## src/sv/hcbd_pkg.sv

```systemverilog
// shared types, codes and helper functions of the chunked body decoder
`default_nettype none

package hcbd_pkg;

    localparam logic [3:0] PH_LEAD    = 4'd0;
    localparam logic [3:0] PH_DIGITS  = 4'd1;
    localparam logic [3:0] PH_EXT     = 4'd2;
    localparam logic [3:0] PH_DATA    = 4'd3;
    localparam logic [3:0] PH_SKIP1   = 4'd4;
    localparam logic [3:0] PH_SKIP2   = 4'd5;
    localparam logic [3:0] PH_TRAILER = 4'd6;
    localparam logic [3:0] PH_DONE    = 4'd7;
    localparam logic [3:0] PH_TOOBIG  = 4'd8;

    localparam logic [2:0] ST_FRAME    = 3'd0;
    localparam logic [2:0] ST_PAYLOAD  = 3'd1;
    localparam logic [2:0] ST_COMPLETE = 3'd2;
    localparam logic [2:0] ST_TOOLARGE = 3'd3;
    localparam logic [2:0] ST_IGNORED  = 3'd4;

    localparam logic [7:0] CHAR_TAB = 8'h09;
    localparam logic [7:0] CHAR_LF  = 8'h0A;
    localparam logic [7:0] CHAR_VT  = 8'h0B;
    localparam logic [7:0] CHAR_FF  = 8'h0C;
    localparam logic [7:0] CHAR_CR  = 8'h0D;
    localparam logic [7:0] CHAR_SP  = 8'h20;

    typedef struct packed {
        logic [2:0]  status;
        logic [7:0]  payload_byte;
        logic [31:0] payload_total;
    } t_result;

    // bit 4 flags a hex digit, bits 3:0 hold its value
    function automatic logic [4:0] hex_digit(input logic [7:0] b);
        logic [4:0] r;
        r = 5'd0;
        if (b >= 8'h30 && b <= 8'h39) begin
            r = {1'b1, b[3:0]};
        end else if ((b >= 8'h61 && b <= 8'h66) || (b >= 8'h41 && b <= 8'h46)) begin
            r = {1'b1, b[3:0] + 4'd9};
        end
        return r;
    endfunction

    function automatic logic is_blank(input logic [7:0] b);
        return (b == CHAR_SP) || (b == CHAR_TAB) || (b == CHAR_LF) ||
               (b == CHAR_VT) || (b == CHAR_FF) || (b == CHAR_CR);
    endfunction

endpackage

`default_nettype wire

```

## src/sv/hcbd_if.sv

```systemverilog
// valid/ready channel interfaces for raw input bytes and decoded results
`default_nettype none

interface hcbd_in_if;
    logic       valid;
    logic       ready;
    logic [7:0] data_byte;
    logic       start_new;

    modport source (output valid, output data_byte, output start_new, input ready);
    modport sink   (input valid, input data_byte, input start_new, output ready);
endinterface

interface hcbd_out_if;
    logic        valid;
    logic        ready;
    logic [2:0]  status;
    logic [7:0]  payload_byte;
    logic [31:0] payload_total;

    modport source (output valid, output status, output payload_byte,
                    output payload_total, input ready);
    modport sink   (input valid, input status, input payload_byte,
                    input payload_total, output ready);
endinterface

`default_nettype wire

```

## src/sv/hcbd_core.sv

```systemverilog
// decoder state registers and single pass next state and result logic
`default_nettype none

module hcbd_core
    import hcbd_pkg::*;
#(
    parameter int COUNT_BITS = 32
) (
    input  wire logic        i_clk,
    input  wire logic        i_rst_n,
    input  wire logic        i_accept,
    input  wire logic [7:0]  i_data_byte,
    input  wire logic        i_start_new,
    input  wire logic [31:0] i_max_body_size,
    output t_result          o_result
);

    localparam int W = (COUNT_BITS > 32) ? COUNT_BITS : 32;

    logic [3:0]            r_phase, n_phase;
    logic                  r_cr, n_cr;
    logic [COUNT_BITS-1:0] r_chunk, n_chunk;
    logic [COUNT_BITS-1:0] r_total, n_total;

    logic [3:0]            e_phase;
    logic                  e_cr;
    logic [COUNT_BITS-1:0] e_chunk, e_total;
    logic [4:0]            hd;
    logic [COUNT_BITS-1:0] acc, total_inc, chunk_dec;
    logic                  too_big;
    logic [W-1:0]          tot_w;
    logic [2:0]            status;
    logic [7:0]            pay;

    always_comb begin
        e_phase = i_start_new ? PH_LEAD : r_phase;
        e_cr    = i_start_new ? 1'b0 : r_cr;
        e_chunk = i_start_new ? '0 : r_chunk;
        e_total = i_start_new ? '0 : r_total;

        hd        = hex_digit(i_data_byte);
        acc       = (e_chunk[COUNT_BITS-1 -: 4] != 4'd0) ? '1
                                                          : {e_chunk[COUNT_BITS-5:0], hd[3:0]};
        total_inc = (e_total != '1) ? e_total + COUNT_BITS'(1) : e_total;
        chunk_dec = (e_chunk != '0) ? e_chunk - COUNT_BITS'(1) : e_chunk;
        too_big   = (i_max_body_size != 32'd0) && (W'(total_inc) > W'(i_max_body_size));

        n_phase = e_phase;
        n_cr    = e_cr;
        n_chunk = e_chunk;
        n_total = e_total;
        status  = ST_FRAME;
        pay     = 8'd0;

        case (e_phase)
            PH_LEAD, PH_DIGITS, PH_EXT, PH_TRAILER: begin
                if (i_data_byte == CHAR_LF && e_cr) begin
                    n_cr = 1'b0;
                    if (e_phase == PH_TRAILER) begin
                        status  = ST_COMPLETE;
                        n_phase = PH_DONE;
                    end else if (e_chunk == '0) begin
                        n_phase = PH_TRAILER;
                    end else begin
                        n_phase = PH_DATA;
                    end
                end else begin
                    n_cr = (i_data_byte == CHAR_CR);
                    if (e_phase == PH_LEAD) begin
                        if (hd[4]) begin
                            n_chunk = acc;
                            n_phase = PH_DIGITS;
                        end else if (!is_blank(i_data_byte)) begin
                            n_phase = PH_EXT;
                        end
                    end else if (e_phase == PH_DIGITS) begin
                        if (hd[4]) begin
                            n_chunk = acc;
                        end else begin
                            n_phase = PH_EXT;
                        end
                    end
                end
            end
            PH_DATA: begin
                n_total = total_inc;
                n_chunk = chunk_dec;
                if (too_big) begin
                    status  = ST_TOOLARGE;
                    n_phase = PH_TOOBIG;
                end else begin
                    status = ST_PAYLOAD;
                    pay    = i_data_byte;
                    if (chunk_dec == '0) begin
                        n_phase = PH_SKIP1;
                    end
                end
            end
            PH_SKIP1: begin
                n_phase = PH_SKIP2;
            end
            PH_SKIP2: begin
                n_phase = PH_LEAD;
                n_cr    = 1'b0;
                n_chunk = '0;
            end
            default: begin
                status = ST_IGNORED;
            end
        endcase

        tot_w                  = W'(n_total);
        o_result.status        = status;
        o_result.payload_byte  = pay;
        o_result.payload_total = (tot_w > W'(32'hFFFF_FFFF)) ? 32'hFFFF_FFFF : tot_w[31:0];
    end

    always_ff @(posedge i_clk) begin
        if (!i_rst_n) begin
            r_phase <= PH_LEAD;
            r_cr    <= 1'b0;
            r_chunk <= '0;
            r_total <= '0;
        end else if (i_accept) begin
            r_phase <= n_phase;
            r_cr    <= n_cr;
            r_chunk <= n_chunk;
            r_total <= n_total;
        end
    end

endmodule

`default_nettype wire

```

## src/sv/hcbd_outbuf.sv

```systemverilog
// result register with a skid stage so one more input is taken during an output stall
`default_nettype none

module hcbd_outbuf
    import hcbd_pkg::*;
(
    input  wire logic   i_clk,
    input  wire logic   i_rst_n,
    input  wire logic   i_load,
    input  t_result     i_result,
    output logic        o_ready,
    hcbd_out_if.source  o_out
);

    logic    r_out_valid;
    t_result r_out;
    logic    r_skid_valid;
    t_result r_skid;
    logic    out_free;

    assign o_ready  = !r_skid_valid;
    assign out_free = !r_out_valid || o_out.ready;

    always_ff @(posedge i_clk) begin
        if (!i_rst_n) begin
            r_out_valid  <= 1'b0;
            r_skid_valid <= 1'b0;
        end else if (out_free) begin
            if (r_skid_valid) begin
                r_out_valid  <= 1'b1;
                r_skid_valid <= 1'b0;
            end else begin
                r_out_valid <= i_load;
            end
        end else if (i_load) begin
            r_skid_valid <= 1'b1;
        end
    end

    always_ff @(posedge i_clk) begin
        if (out_free) begin
            if (r_skid_valid) begin
                r_out <= r_skid;
            end else if (i_load) begin
                r_out <= i_result;
            end
        end else if (i_load) begin
            r_skid <= i_result;
        end
    end

    assign o_out.valid         = r_out_valid;
    assign o_out.status        = r_out.status;
    assign o_out.payload_byte  = r_out.payload_byte;
    assign o_out.payload_total = r_out.payload_total;

endmodule

`default_nettype wire

```

## src/sv/http_chunked_body_decoder.sv

```systemverilog
// top level of the chunked body decoder: config register, core and result buffer
//
//  channel  dir  handshake                    transaction
//  i_in     in   valid/ready                  one raw body byte, restart flag
//  o_out    out  valid/ready                  status, payload byte, running total
//  i_cfg    in   i_cfg_valid/o_cfg_ready      max_body_size write
//
// one byte per cycle while i_in.ready is high; each result is registered in the result buffer
// state and result are produced in a single registered pass, no iteration
// synchronous active low reset returns to the size line with zero counts
// a two entry result buffer lets one byte in while a result waits; i_in.ready
// drops only once both entries are full
`default_nettype none

module http_chunked_body_decoder
    import hcbd_pkg::*;
#(
    parameter int COUNT_BITS = 32
) (
    input  wire logic        i_clk,
    input  wire logic        i_rst_n,
    hcbd_in_if.sink          i_in,
    hcbd_out_if.source       o_out,
    input  wire logic        i_cfg_valid,
    output logic             o_cfg_ready,
    input  wire logic [31:0] i_cfg_max_body_size
);

    logic [31:0] r_max_body_size;
    logic        buf_ready;
    logic        accept;
    t_result     result;

    assign o_cfg_ready = 1'b1;
    assign i_in.ready  = buf_ready;
    assign accept      = i_in.valid && buf_ready;

    always_ff @(posedge i_clk) begin
        if (!i_rst_n) begin
            r_max_body_size <= 32'd0;
        end else if (i_cfg_valid) begin
            r_max_body_size <= i_cfg_max_body_size;
        end
    end

    hcbd_core #(
        .COUNT_BITS (COUNT_BITS)
    ) u_core (
        .i_clk           (i_clk),
        .i_rst_n         (i_rst_n),
        .i_accept        (accept),
        .i_data_byte     (i_in.data_byte),
        .i_start_new     (i_in.start_new),
        .i_max_body_size (r_max_body_size),
        .o_result        (result)
    );

    hcbd_outbuf u_outbuf (
        .i_clk    (i_clk),
        .i_rst_n  (i_rst_n),
        .i_load   (accept),
        .i_result (result),
        .o_ready  (buf_ready),
        .o_out    (o_out)
    );

`ifndef NO_ASSERTIONS
    a_full_has_output: assert property (@(posedge i_clk) disable iff (!i_rst_n)
        !i_in.ready |-> o_out.valid)
        else $error("input stalled with no pending result");

    a_accept_gives_result: assert property (@(posedge i_clk) disable iff (!i_rst_n)
        (i_in.valid && i_in.ready) |=> o_out.valid)
        else $error("accepted byte produced no result");

    a_payload_only_on_data: assert property (@(posedge i_clk) disable iff (!i_rst_n)
        (o_out.valid && o_out.status != ST_PAYLOAD) |-> (o_out.payload_byte == 8'd0))
        else $error("payload byte set on a non-payload result");
`endif

endmodule

`default_nettype wire

```

## src/flat_wrapper.sv

```systemverilog
// flat-port wrapper written by rule: the top's interface ports become plain ports
module http_chunked_body_decoder_flat import hcbd_pkg::*;
#(
    parameter int COUNT_BITS = 32
)
  (i_clk, i_rst_n, i_cfg_valid, o_cfg_ready, i_cfg_max_body_size, i_in_valid, i_in_data_byte, i_in_start_new, i_in_ready, o_out_valid, o_out_status, o_out_payload_byte, o_out_payload_total, o_out_ready);
  hcbd_in_if i_in_i ();
  hcbd_out_if o_out_i ();
  input  wire logic i_clk;
  input  wire logic i_rst_n;
  input  wire logic i_cfg_valid;
  output logic o_cfg_ready;
  input  wire logic [31:0] i_cfg_max_body_size;
  input wire logic [$bits(i_in_i.valid)-1:0] i_in_valid;
  input wire logic [$bits(i_in_i.data_byte)-1:0] i_in_data_byte;
  input wire logic [$bits(i_in_i.start_new)-1:0] i_in_start_new;
  output wire logic [$bits(i_in_i.ready)-1:0] i_in_ready;
  output wire logic [$bits(o_out_i.valid)-1:0] o_out_valid;
  output wire logic [$bits(o_out_i.status)-1:0] o_out_status;
  output wire logic [$bits(o_out_i.payload_byte)-1:0] o_out_payload_byte;
  output wire logic [$bits(o_out_i.payload_total)-1:0] o_out_payload_total;
  input wire logic [$bits(o_out_i.ready)-1:0] o_out_ready;
  assign i_in_i.valid = i_in_valid;
  assign i_in_i.data_byte = i_in_data_byte;
  assign i_in_i.start_new = i_in_start_new;
  assign i_in_ready = i_in_i.ready;
  assign o_out_valid = o_out_i.valid;
  assign o_out_status = o_out_i.status;
  assign o_out_payload_byte = o_out_i.payload_byte;
  assign o_out_payload_total = o_out_i.payload_total;
  assign o_out_i.ready = o_out_ready;
  http_chunked_body_decoder #(.COUNT_BITS(COUNT_BITS)) u_core (.i_clk(i_clk), .i_rst_n(i_rst_n), .i_in(i_in_i), .o_out(o_out_i), .i_cfg_valid(i_cfg_valid), .o_cfg_ready(o_cfg_ready), .i_cfg_max_body_size(i_cfg_max_body_size));
endmodule
```

## config.mk

```make
export PLATFORM = sky130hd
export DESIGN_NAME = http_chunked_body_decoder_flat
export DESIGN_NICKNAME = d
export VERILOG_FILES = /design/src/sv/hcbd_pkg.sv /design/src/sv/hcbd_if.sv /design/src/sv/hcbd_core.sv /design/src/sv/hcbd_outbuf.sv /design/src/sv/http_chunked_body_decoder.sv /design/src/flat_wrapper.sv
export SDC_FILE = /design/constraint.sdc
export NUM_CORES = 1
export LEC_CHECK = 0
export ABC_AREA = 0
export BUFFER_PORTS_ARGS = -buffer_cell sky130_fd_sc_hd__buf_2
export CAP_MARGIN = 20
export CELL_PAD_IN_SITES_DETAIL_PLACEMENT = 2
export CELL_PAD_IN_SITES_GLOBAL_PLACEMENT = 2
export CORE_MARGIN = 5
export CORE_UTILIZATION = 35
export CTS_BUF_LIST = sky130_fd_sc_hd__clkbuf_8
export CTS_CLUSTER_DIAMETER = 60
export DETAILED_ROUTE_END_ITERATION = 10
export GPL_TIMING_DRIVEN = 0
export HOLD_SLACK_MARGIN = 0.08
export PLACE_DENSITY_LB_ADDON = 0.25
export SLEW_MARGIN = 20
export SYNTH_ARGS = -nofsm -noshare
export SYNTH_HDL_FRONTEND = slang
export SYNTH_SLANG_ARGS = --single-unit
```

## constraint.sdc

```tcl
create_clock -name i_clk -period 7.4 [get_ports i_clk]
set_clock_uncertainty 0.15 [all_clocks]
set_input_delay 1.48 -clock i_clk [delete_from_list [all_inputs] [get_ports i_clk]]
set_output_delay 1.48 -clock i_clk [all_outputs]
set_load 0.05 [all_outputs]
```

==> flow_metrics.tcl, run 1 <==
set metrics [dict create \
    cts_tree "built" \
    grt_pass1_wl_mm 82.1 \
    place_area_um2 13300 \
    finalPower_mw 2.58 \
    worst-path-buf-inv 7 \
    reg2reg_slack_ns 1.59 \
    clk_path_buf_depth 2 \
    drt_iter0_markers 812 \
    relSlewSlack 0.266 \
    fin_ws_ns 0.00887 \
    start_util 0.353 \
    synth_enable_flop_cells 86 \
    antenna_found_initial 0 \
    drive_gt1_frac 0.137 \
    reg2reg_depth 22 \
    dp_slack_ns -3.32 \
    dp_hpwl_mm 40.8 \
    die_area_um2 38600 \
    p_per_area_nw_per_um2 186 \
    holdPathEnd "u_core.u_core.r_total[1]$_SDFFE_PN0P_" \
    insertion_delay_ns 0.52 \
    rows 68 \
    area_delta_synth_final_pct 14.0 \
    ys.flop_type "dfxtp_1" \
    wire_per_inst_um 26.9 \
    synth.lib_cells_used.distinct 80 \
    utilization 0.403 \
    ys_seq_area_frac 0.381 \
    crit_top_cell "clkbuf_1" \
    cts_inserted_buffers 17 \
    critPathTopFamily "buffers and inverters" \
    synthCells 1439 \
    fin_tns_setup_ns 0 \
    synth_top_area_cell "edfxtp_1" \
    holdPathStages 2 \
    start_kind "input port" \
    r2r_start "u_core.u_core.r_total[29]$_SDFFE_PN0P_" \
    synthTopCellsByArea "edfxtp_1, dfxtp_1, o21ai_0" \
    port_buffers 88 \
    gp_congestion 0.939 \
    final.min_clock_period_ns 7.39 \
    multi_input_area_um2 6940 \
    slowest_stage "clkbuf_1" \
    period_share 0.999 \
    design.core.area_um2 34500 \
    worst_slew_pin_slew_ns 1.09 \
    mostFrequentLayoutCell "nor2_1" \
    fillers 3933 \
    antenna_cells 0 \
    required_ns 7.59 \
    cts-root-buf "clkbuf_8" \
    synth_nets 1525 \
    yosysTopAreaCellShare 0.212 \
    dieWidth_um 197 \
    die_h_um 197 \
    postCtsHoldBufs 0 \
    leakagePower_nw 5.08 \
    whs_ns 0.338 \
    slew_viol_final 0 \
    max_freq_mhz 135 \
    hold_viol 0 \
    route.detailed.drc 0 \
    seq_area_um2 4640 \
    drv_cap 0 \
    rsz0062_at_grt "false" \
    critical_path_class "input port to flop" \
    ios 92 \
    netlist_area_um2 12200 \
    worst-path-max-fanout 10 \
    syn_avg_cell_area_um2 8.46 \
    crit_chain "buf_2 -> inv_1 -> clkbuf_1 -> clkbuf_1 -> clkbuf_1 -> clkbuf_1 -> nand2_1 -> xnor2_1 -> ha_1 -> nand4_1 -> nor3_2 -> nand4_1 -> nor4_1 -> nor2_1 -> o21ai_2 -> nand2_2 -> buf_4 -> o31ai_1" \
    grt_pass1_vias 13200 \
    synth_warnings 0 \
    critPathArrivalTime_ns 7.58 \
    track_usage 0.278 \
    end_kind "flop" \
    ys_seq_elements 189 \
    min-delay-start "u_core.u_core.r_total[1]$_SDFFE_PN0P_" \
    min_path_type "flop to flop" \
    ant_nets 0 \
    ir_drop_mv 0.122 \
    clk_pin_slew_ns 0.11 \
    numPlacedInstances 1986 \
    cpPeakStageDelay_ns 0.78 \
    final_area_um2 13900 \
    drtPass1Iterations 5 \
    grt_max_degree 28 \
    setup_viol 0 \
    htreeDepth 4 \
    vias 12140 \
    clock_sinks 189 \
    final_cell_mix "nor2_1, nand2_1, o21ai_0" \
    synth-async-reset-ratio 0 \
    wirelength_mm 54.5 \
    viasPerCell 5.99 \
    status "completed" \
    grt_overflow 0 \
    r2r-end "u_core.u_outbuf.o_out.payload_byte[2]$_DFFE_PP_" \
    nets 1646 \
    final_cells 2027 \
]
layer usage:
| layer | routed length [µm] | track usage | vias up |
|---|---|---|---|
| met5 | 0 | 0 | - |
| met4 | 2140 | 0.112 | 0 |
| met3 | 2490 | 0.0354 | 118 |
| met2 | 27800 | 0.504 | 339 |
| met1 | 22100 | 0.334 | 6211 |
| li1 | - | - | 5472 |
synthesized netlist by cell type (23+ instances only):
cell / instances
mux2_2: 23
ha_1: 40
o21ai_0: 111
a21oi_1: 86
nor2b_1: 74
mux2i_1: 34
nand4_1: 30
o31ai_1: 25
nor4_1: 35
nor2_1: 132
inv_1: 52
xnor2_1: 39
nand2_1: 119
clkbuf_1: 86
nor3_1: 33
xor2_1: 30
nand3_1: 38
edfxtp_1: 86
dfxtp_1: 103
report_power, final:
part | leakage [nW] | switching [mW] | internal (mW)
registers | 1.63 | 0.0397 | 1.14
clock network | 0.225 | 0.443 | 0.375
logic | 3.23 | 0.406 | 0.179
sequential cells by signal (all words and copies together), names as in the netlist:
name,count
u_core.r_max_body_size,32
u_core.u_core.r_chunk,32
u_core.u_core.r_cr,1
u_core.u_core.r_phase,4
u_core.u_core.r_total,32
u_core.u_outbuf.o_out.payload_byte,8
u_core.u_outbuf.o_out.payload_total,32
u_core.u_outbuf.o_out.status,3
u_core.u_outbuf.o_out.valid,1
u_core.u_outbuf.r_skid,43
u_core.u_outbuf.r_skid_valid,1
timing repair:
item / in CTS / in global routing
setup buffers: 9 / 3
endpoints found under the setup margin: 39 / 19
gates cloned: 0 / 0
pin swaps: 3 / 3
resized for setup: 20 / 6
endpoints found under the hold margin: 0 / 0
worst register-to-register path: stages, from the launching register on:
cell	delay, ns
dfxtp_1	0.35
clkbuf_1	0.43
nand4_1	0.22
nor3_1	0.48
nand4_1	0.53
o211ai_1	0.35
buf_4	0.17
buf_4	0.12
buf_4	0.13
nor2_1	0.07
and3_1	0.19
xnor2_1	0.14
nor2_1	0.07
ha_1	0.33
nand3_1	0.10
nor3_2	0.28
nand4_1	0.24
nor4_1	0.30
nor2_1	0.18
o21ai_2	0.17
nand2_2	0.17
buf_4	0.25
o31ai_1	0.22
worst max-delay path by stage:
stage / from / end / slack, ns / cells past startpoint
6_report: i_in_start_new / u_core.u_outbuf.o_out.payload_byte[2]$_DFFE_PP_ / 0.009 / 18
5_1_grt: i_in_start_new / u_core.u_outbuf.o_out.payload_byte[6]$_DFFE_PP_ / 0.01 / 18
4_1_cts: i_in_start_new / u_core.u_outbuf.o_out.payload_byte[7]$_DFFE_PP_ / 0.008 / 27
3_5_place_dp: i_in_start_new / u_core.u_outbuf.o_out.payload_byte[6]$_DFFE_PP_ / -3.32 / 26
3_3_place_gp: i_in_start_new / u_core.u_outbuf.o_out.payload_byte[6]$_DFFE_PP_ / -3.08 / 26
2_1_floorplan: i_in_start_new / u_core.u_outbuf.o_out.payload_byte[6]$_DFFE_PP_ / 0.66 / 25
logic make-up (layout without fill, tap and decap cells):
family / Yosys count / after routing / share of synthesized area
buffers and inverters: 164 / 297 / 0.0527
other: 1 / 1 / 0.000308
AND/OR/NAND/NOR: 552 / 552 / 0.235
XOR/XNOR: 69 / 69 / 0.0496
adder cells (fa/ha/maj): 40 / 40 / 0.0411
flip-flops: 189 / 189 / 0.381
multiplexers: 57 / 57 / 0.0492
AO/OA/AOI/OAI: 367 / 367 / 0.190
cell type report:
type,count,area share
Timing Repair Buffer,104,0.0444
Tap cell,455,0.0410
Inverter,54,0.0146
Multi-Input combinational cell,1086,0.500
Clock inverter,14,0.0151
Buffer,108,0.0333
Clock buffer,17,0.0169
Sequential cell,189,0.335
Power figures use the tool's default switching activity.
==> run 2: changes to the inputs <==
- MAX_ROUTING_LAYER: not set -> met4
==> flow_metrics.tcl, run 2 (synthesis results as in run 1) <==
set metrics [dict create \
    track_usage 0.290 \
    clk_pin_slew_ns 0.11 \
    drive_gt1_frac 0.137 \
    cts_inserted_buffers 17 \
    critical_path_class "input port to flop" \
    ios 92 \
    clkPwrFrac 0.303 \
    grt_pass1_vias 13156 \
    largest_reg_flops 43 \
    wirelength_mm 55.4 \
    drv_cap 0 \
    required_ns 7.60 \
    clock_sinks 189 \
    final_cell_mix "nor2_1, nand2_1, o21ai_0" \
    slew_viol_final 0 \
    grtUsageMet1 0.336 \
    drtPass1Iterations 5 \
    wire_per_inst_um 27.4 \
    switching_share 0.369 \
    period_share 0.974 \
    postCtsHoldBufs 0 \
    grt_pass1_wl_mm 82.7 \
    htreeDepth 4 \
    relSlewSlack 0.227 \
    power.share.combinational 0.232 \
    grt_busiest_layer "met2" \
    cpPeakStageDelay_ns 0.74 \
    gp_congestion 0.949 \
    cts_tree "built" \
    use_met2 0.500 \
    antenna_found_initial 1 \
    mostFrequentLayoutCell "nor2_1" \
    power.internal_mw 1.60 \
    regMostFlops "u_core.u_outbuf.r_skid" \
    crit_top_cell "clkbuf_1" \
    min_path_type "flop to flop" \
    numPlacedInstances 1984 \
    ir_drop_mv 0.126 \
    worst_slew_pin_slew_ns 1.16 \
    worst-path-max-fanout 10 \
    dp_hpwl_mm 41.0 \
    rows 68 \
    setup_viol 0 \
    grt_overflow 0 \
    die_h_um 197 \
    ant_nets 0 \
    area_delta_synth_final_pct 13.1 \
    nets 1640 \
    crit_chain "buf_2 -> inv_1 -> clkbuf_1 -> clkbuf_1 -> clkbuf_1 -> clkbuf_1 -> nand2_1 -> xnor2_1 -> ha_1 -> nand4_1 -> nor3_4 -> nand4_1 -> nor4_2 -> nor2_1 -> o21ai_2 -> nand2_2 -> clkbuf_4 -> o31ai_1" \
    die_area_um2 38600 \
    slowest_stage "clkbuf_1" \
    leakagePower_nw 5.03 \
    start_util 0.353 \
    final_cells 2023 \
    cts-root-buf "clkbuf_8" \
    status "completed" \
    final.min_clock_period_ns 7.21 \
    start_kind "input port" \
    dieWidth_um 197 \
    utilization 0.400 \
    gr-usage-met3 0.0480 \
    p_per_area_nw_per_um2 184 \
    route.detailed.drc 0 \
    end_kind "flop" \
    port_buffers 88 \
    insertion_delay_ns 0.53 \
    seqPwrFrac 0.465 \
    critPathArrivalTime_ns 7.41 \
    vias 12141 \
    p_sw_mw 0.938 \
    grt_max_degree 28 \
    drt_iter0_markers 791 \
    hold_viol 0 \
    design.core.area_um2 34500 \
    max_freq_mhz 139 \
    clk_path_buf_depth 2 \
    viasPerCell 6.00 \
]
[run 2: changes by cell type in the layout (fill, tap and decap cells not counted), moves of 2 or more]
cell       previous run  this run
buf_6                 4         2
bufinv_16             4         1
buf_4                14        10
inv_6                 3         5
clkinv_8              1         3
buf_16                2         0
[run 2: final timing paths]
check	startpoint	to	slack, ns	cells past startpoint
setup reg to reg	u_core.u_core.r_total[29]$_SDFFE_PN0P_	u_core.u_outbuf.o_out.payload_byte[7]$_DFFE_PP_	1.62	20
setup / recovery	i_in_start_new	u_core.u_outbuf.o_out.payload_byte[7]$_DFFE_PP_	0.19	18
hold / removal	u_core.u_core.r_total[1]$_SDFFE_PN0P_	u_core.u_core.r_total[1]$_SDFFE_PN0P_	0.35	2
hold reg to reg	u_core.u_core.r_total[1]$_SDFFE_PN0P_	u_core.u_core.r_total[1]$_SDFFE_PN0P_	0.35	2
[run 2: timing repair]
action,CTS,global route
pin swaps,4,6
gates resized for setup,20,5
endpoints found under the setup margin,36,21
buffers inserted,4,3
cloned,0,0
[run 2: power by group through the flow]
| stage | combinational (mW) | sequential (mW) | clock, mW |
|---|---|---|---|
| 6_report | 0.589 | 1.18 | 0.770 |
| 5_1_grt | 0.629 | 1.19 | 0.819 |
| 4_1_cts | 0.581 | 1.18 | 0.778 |
| 3_5_place_dp | 0.574 | 1.20 | 0 |
| 3_3_place_gp | 0.554 | 1.20 | 0 |
| 2_1_floorplan | 0.316 | 1.25 | 0 |
[run 2: worst max-delay path, delay by kind of cell]
family / cells / cell delay [ns]
AOI/OAI and AO/OA: 2 / 0.37
adders and majority gates: 1 / 0.31
buffers and inverters: 7 / 3.38
and+or+nand+nor: 7 / 1.63
xor gates and xnor gates: 1 / 0.22
[run 2: metrics by stage]
| stage | power [mW] | hold WS (ns) | setup WS [ns] | area (µm²) | TNS (ns) |
|---|---|---|---|---|---|
| finish | 2.54 | 0.354 | 0.190 | 13800 | 0 |
| global route | 2.63 | 0.381 | -0.0180 | 13800 | -0.0180 |
| CTS | 2.54 | 0.345 | 0.0341 | 13700 | 0 |
| detailed placement | 1.78 | 0.329 | -3.21 | 13200 | -85.91 |
| global placement | 1.76 | 0.311 | -3.20 | 13200 | -86.16 |
| floorplan | 1.56 | 0.298 | 0.657 | 12200 | 0 |
[run 2: cell type report]
class	count	area, µm²
diodes	1	2.50
plain buffers	108	454
clock buffers	17	234
clock inverters	15	174
fillers	3914	20700
inverters	54	203
multi-input cells	1086	6960
flip-flops and latches	189	4640
well taps	455	569
repair buffers	98	538
[run 2: layer usage]
layer  part of all wire  routed length [µm]
met1               0.41               22700
met2               0.51               28100
met3              0.042                2320
met4              0.040                2240
met5                  0                   0
==> run 3: changes to the inputs <==
- clock period: 7.4 -> 6.7 ns (I/O delays scaled with it)
==> flow_metrics.tcl, run 3 (synthesis results as in run 1) <==
set metrics [dict create \
    start_util 0.353 \
    grt_overflow 0 \
    route.detailed.drc 0 \
    gp_congestion 0.949 \
    ios 92 \
    ir_drop_mv 0.138 \
    setup_viol 0 \
    relSlewSlack 0.200 \
    critical_path_class "input port to flop" \
    grt_pass1_wl_mm 82.9 \
    regMostFlops "u_core.u_outbuf.r_skid" \
    wirelength_mm 55.7 \
    drive_gt1_frac 0.143 \
    drtPass1Iterations 5 \
    viasPerCell 5.99 \
    min-delay-start "u_core.u_core.r_total[1]$_SDFFE_PN0P_" \
    final.min_clock_period_ns 6.67 \
    max_freq_mhz 150 \
    ant_nets 0 \
    final_cell_mix "nor2_1, nand2_1, o21ai_0" \
    dp_hpwl_mm 41.0 \
    clk_pin_slew_ns 0.11 \
    track_usage 0.291 \
    grt_max_degree 28 \
    fin_tns_setup_ns 0 \
    dieWidth_um 197 \
    finalPower_mw 2.81 \
    grt_pass1_vias 13180 \
    antenna_found_initial 1 \
    reg2reg_depth 20 \
    drt_iter0_markers 809 \
    clk_path_buf_depth 2 \
    utilization 0.403 \
    leakagePower_nw 5.06 \
    min_path_type "flop to flop" \
    die_area_um2 38600 \
    required_ns 6.83 \
    slew_viol_final 0 \
    end_kind "flop" \
    wire_per_inst_um 27.5 \
    status "completed" \
    r2r_start "u_core.u_core.r_total[29]$_SDFFE_PN0P_" \
    holdPathStages 2 \
    mostFrequentLayoutCell "nor2_1" \
    nets 1644 \
    area_delta_synth_final_pct 13.9 \
    critPathLaunch "i_in_start_new" \
    cts-root-buf "clkbuf_8" \
    rows 68 \
    p_per_area_nw_per_um2 202 \
    design.core.area_um2 34500 \
    cts_tree "built" \
    htreeDepth 4 \
    drv_cap 0 \
    worst-path-max-fanout 10 \
    insertion_delay_ns 0.53 \
    largest_reg_flops 43 \
    postCtsHoldBufs 0 \
    clock_sinks 189 \
    port_buffers 88 \
    period_share 0.995 \
    critPathArrivalTime_ns 6.79 \
    hold_viol 0 \
    start_kind "input port" \
    cts_inserted_buffers 17 \
    die_h_um 197 \
    vias 12134 \
    worst_slew_pin_slew_ns 1.20 \
]
==> run 3: changes by cell type in the layout (fill, tap and decap cells not counted), moves of 2 or more <==
cell      previous run  this run
clkbuf_4             3         0
buf_2               98       100
buf_8                0         2
clkbuf_8            17        19
==> run 3: what timing repair did <==
action,in CTS,in global routing
gates cloned,0,1
buffers inserted,8,2
setup endpoints to repair,89,20
gates resized for setup,32,11
pin swaps,8,6
==> run 3: area by class of cell <==
class                   instances  area, µm²
flip-flops and latches        189       4640
clock buffers                  17        234
inverters                      54        203
well taps                     455        569
repair buffers                102        569
fillers                      3900      20600
clock inverters                15        174
multi-input cells            1086       6990
plain buffers                 108        484
diodes                          1       2.50
==> run 3: critical path: stages <==
cell      delay, ns
buf_2          0.19
inv_1          0.29
clkbuf_1       0.51
clkbuf_1       0.60
clkbuf_2       0.50
clkbuf_1       0.70
nand2_1        0.28
xnor2_1        0.22
ha_1           0.31
nand4_1        0.19
nor3_4         0.26
nand4_1        0.26
buf_4          0.22
a21oi_2        0.26
o21ai_2        0.19
nand2_4        0.16
buf_2          0.22
nor2_1         0.07
==> run 3: per-stage QoR <==
| step | area (µm²) | std cells | setup WS (ns) | hold WS [ns] |
|---|---|---|---|---|
| 5_1_grt | 13900 | 2027 | -0.0608 | 0.381 |
| 6_report | 13900 | 2027 | 0.0348 | 0.350 |
| 3_5_place_dp | 13200 | 1984 | -3.77 | 0.329 |
| 4_1_cts | 13800 | 2022 | 0.0200 | 0.345 |
| 3_3_place_gp | 13200 | 1982 | -3.76 | 0.311 |
| 2_1_floorplan | 12200 | 1439 | 0.0974 | 0.298 |
==> run 3: final timing paths <==
kind | endpoint | slack, ns
setup / recovery | u_core.u_outbuf.r_skid[38]$_DFFE_PP_ | 0.03
hold / removal | u_core.u_core.r_total[1]$_SDFFE_PN0P_ | 0.35
setup reg to reg | u_core.u_outbuf.r_skid[38]$_DFFE_PP_ | 1.06
hold reg to reg | u_core.u_core.r_total[1]$_SDFFE_PN0P_ | 0.35
==> run 3: layer usage <==
layer  GRT usage  vias up  part of all wire
li1            -     5478                 -
met1       0.337     6195              0.41
met2       0.503      334              0.51
met3      0.0485      127             0.044
met4       0.115        0             0.040
met5           -        -                 0
==> run 3: power by group <==
group,switching [mW],internal [mW]
clock network,0.531,0.315
logic,0.458,0.199
registers,0.0451,1.26
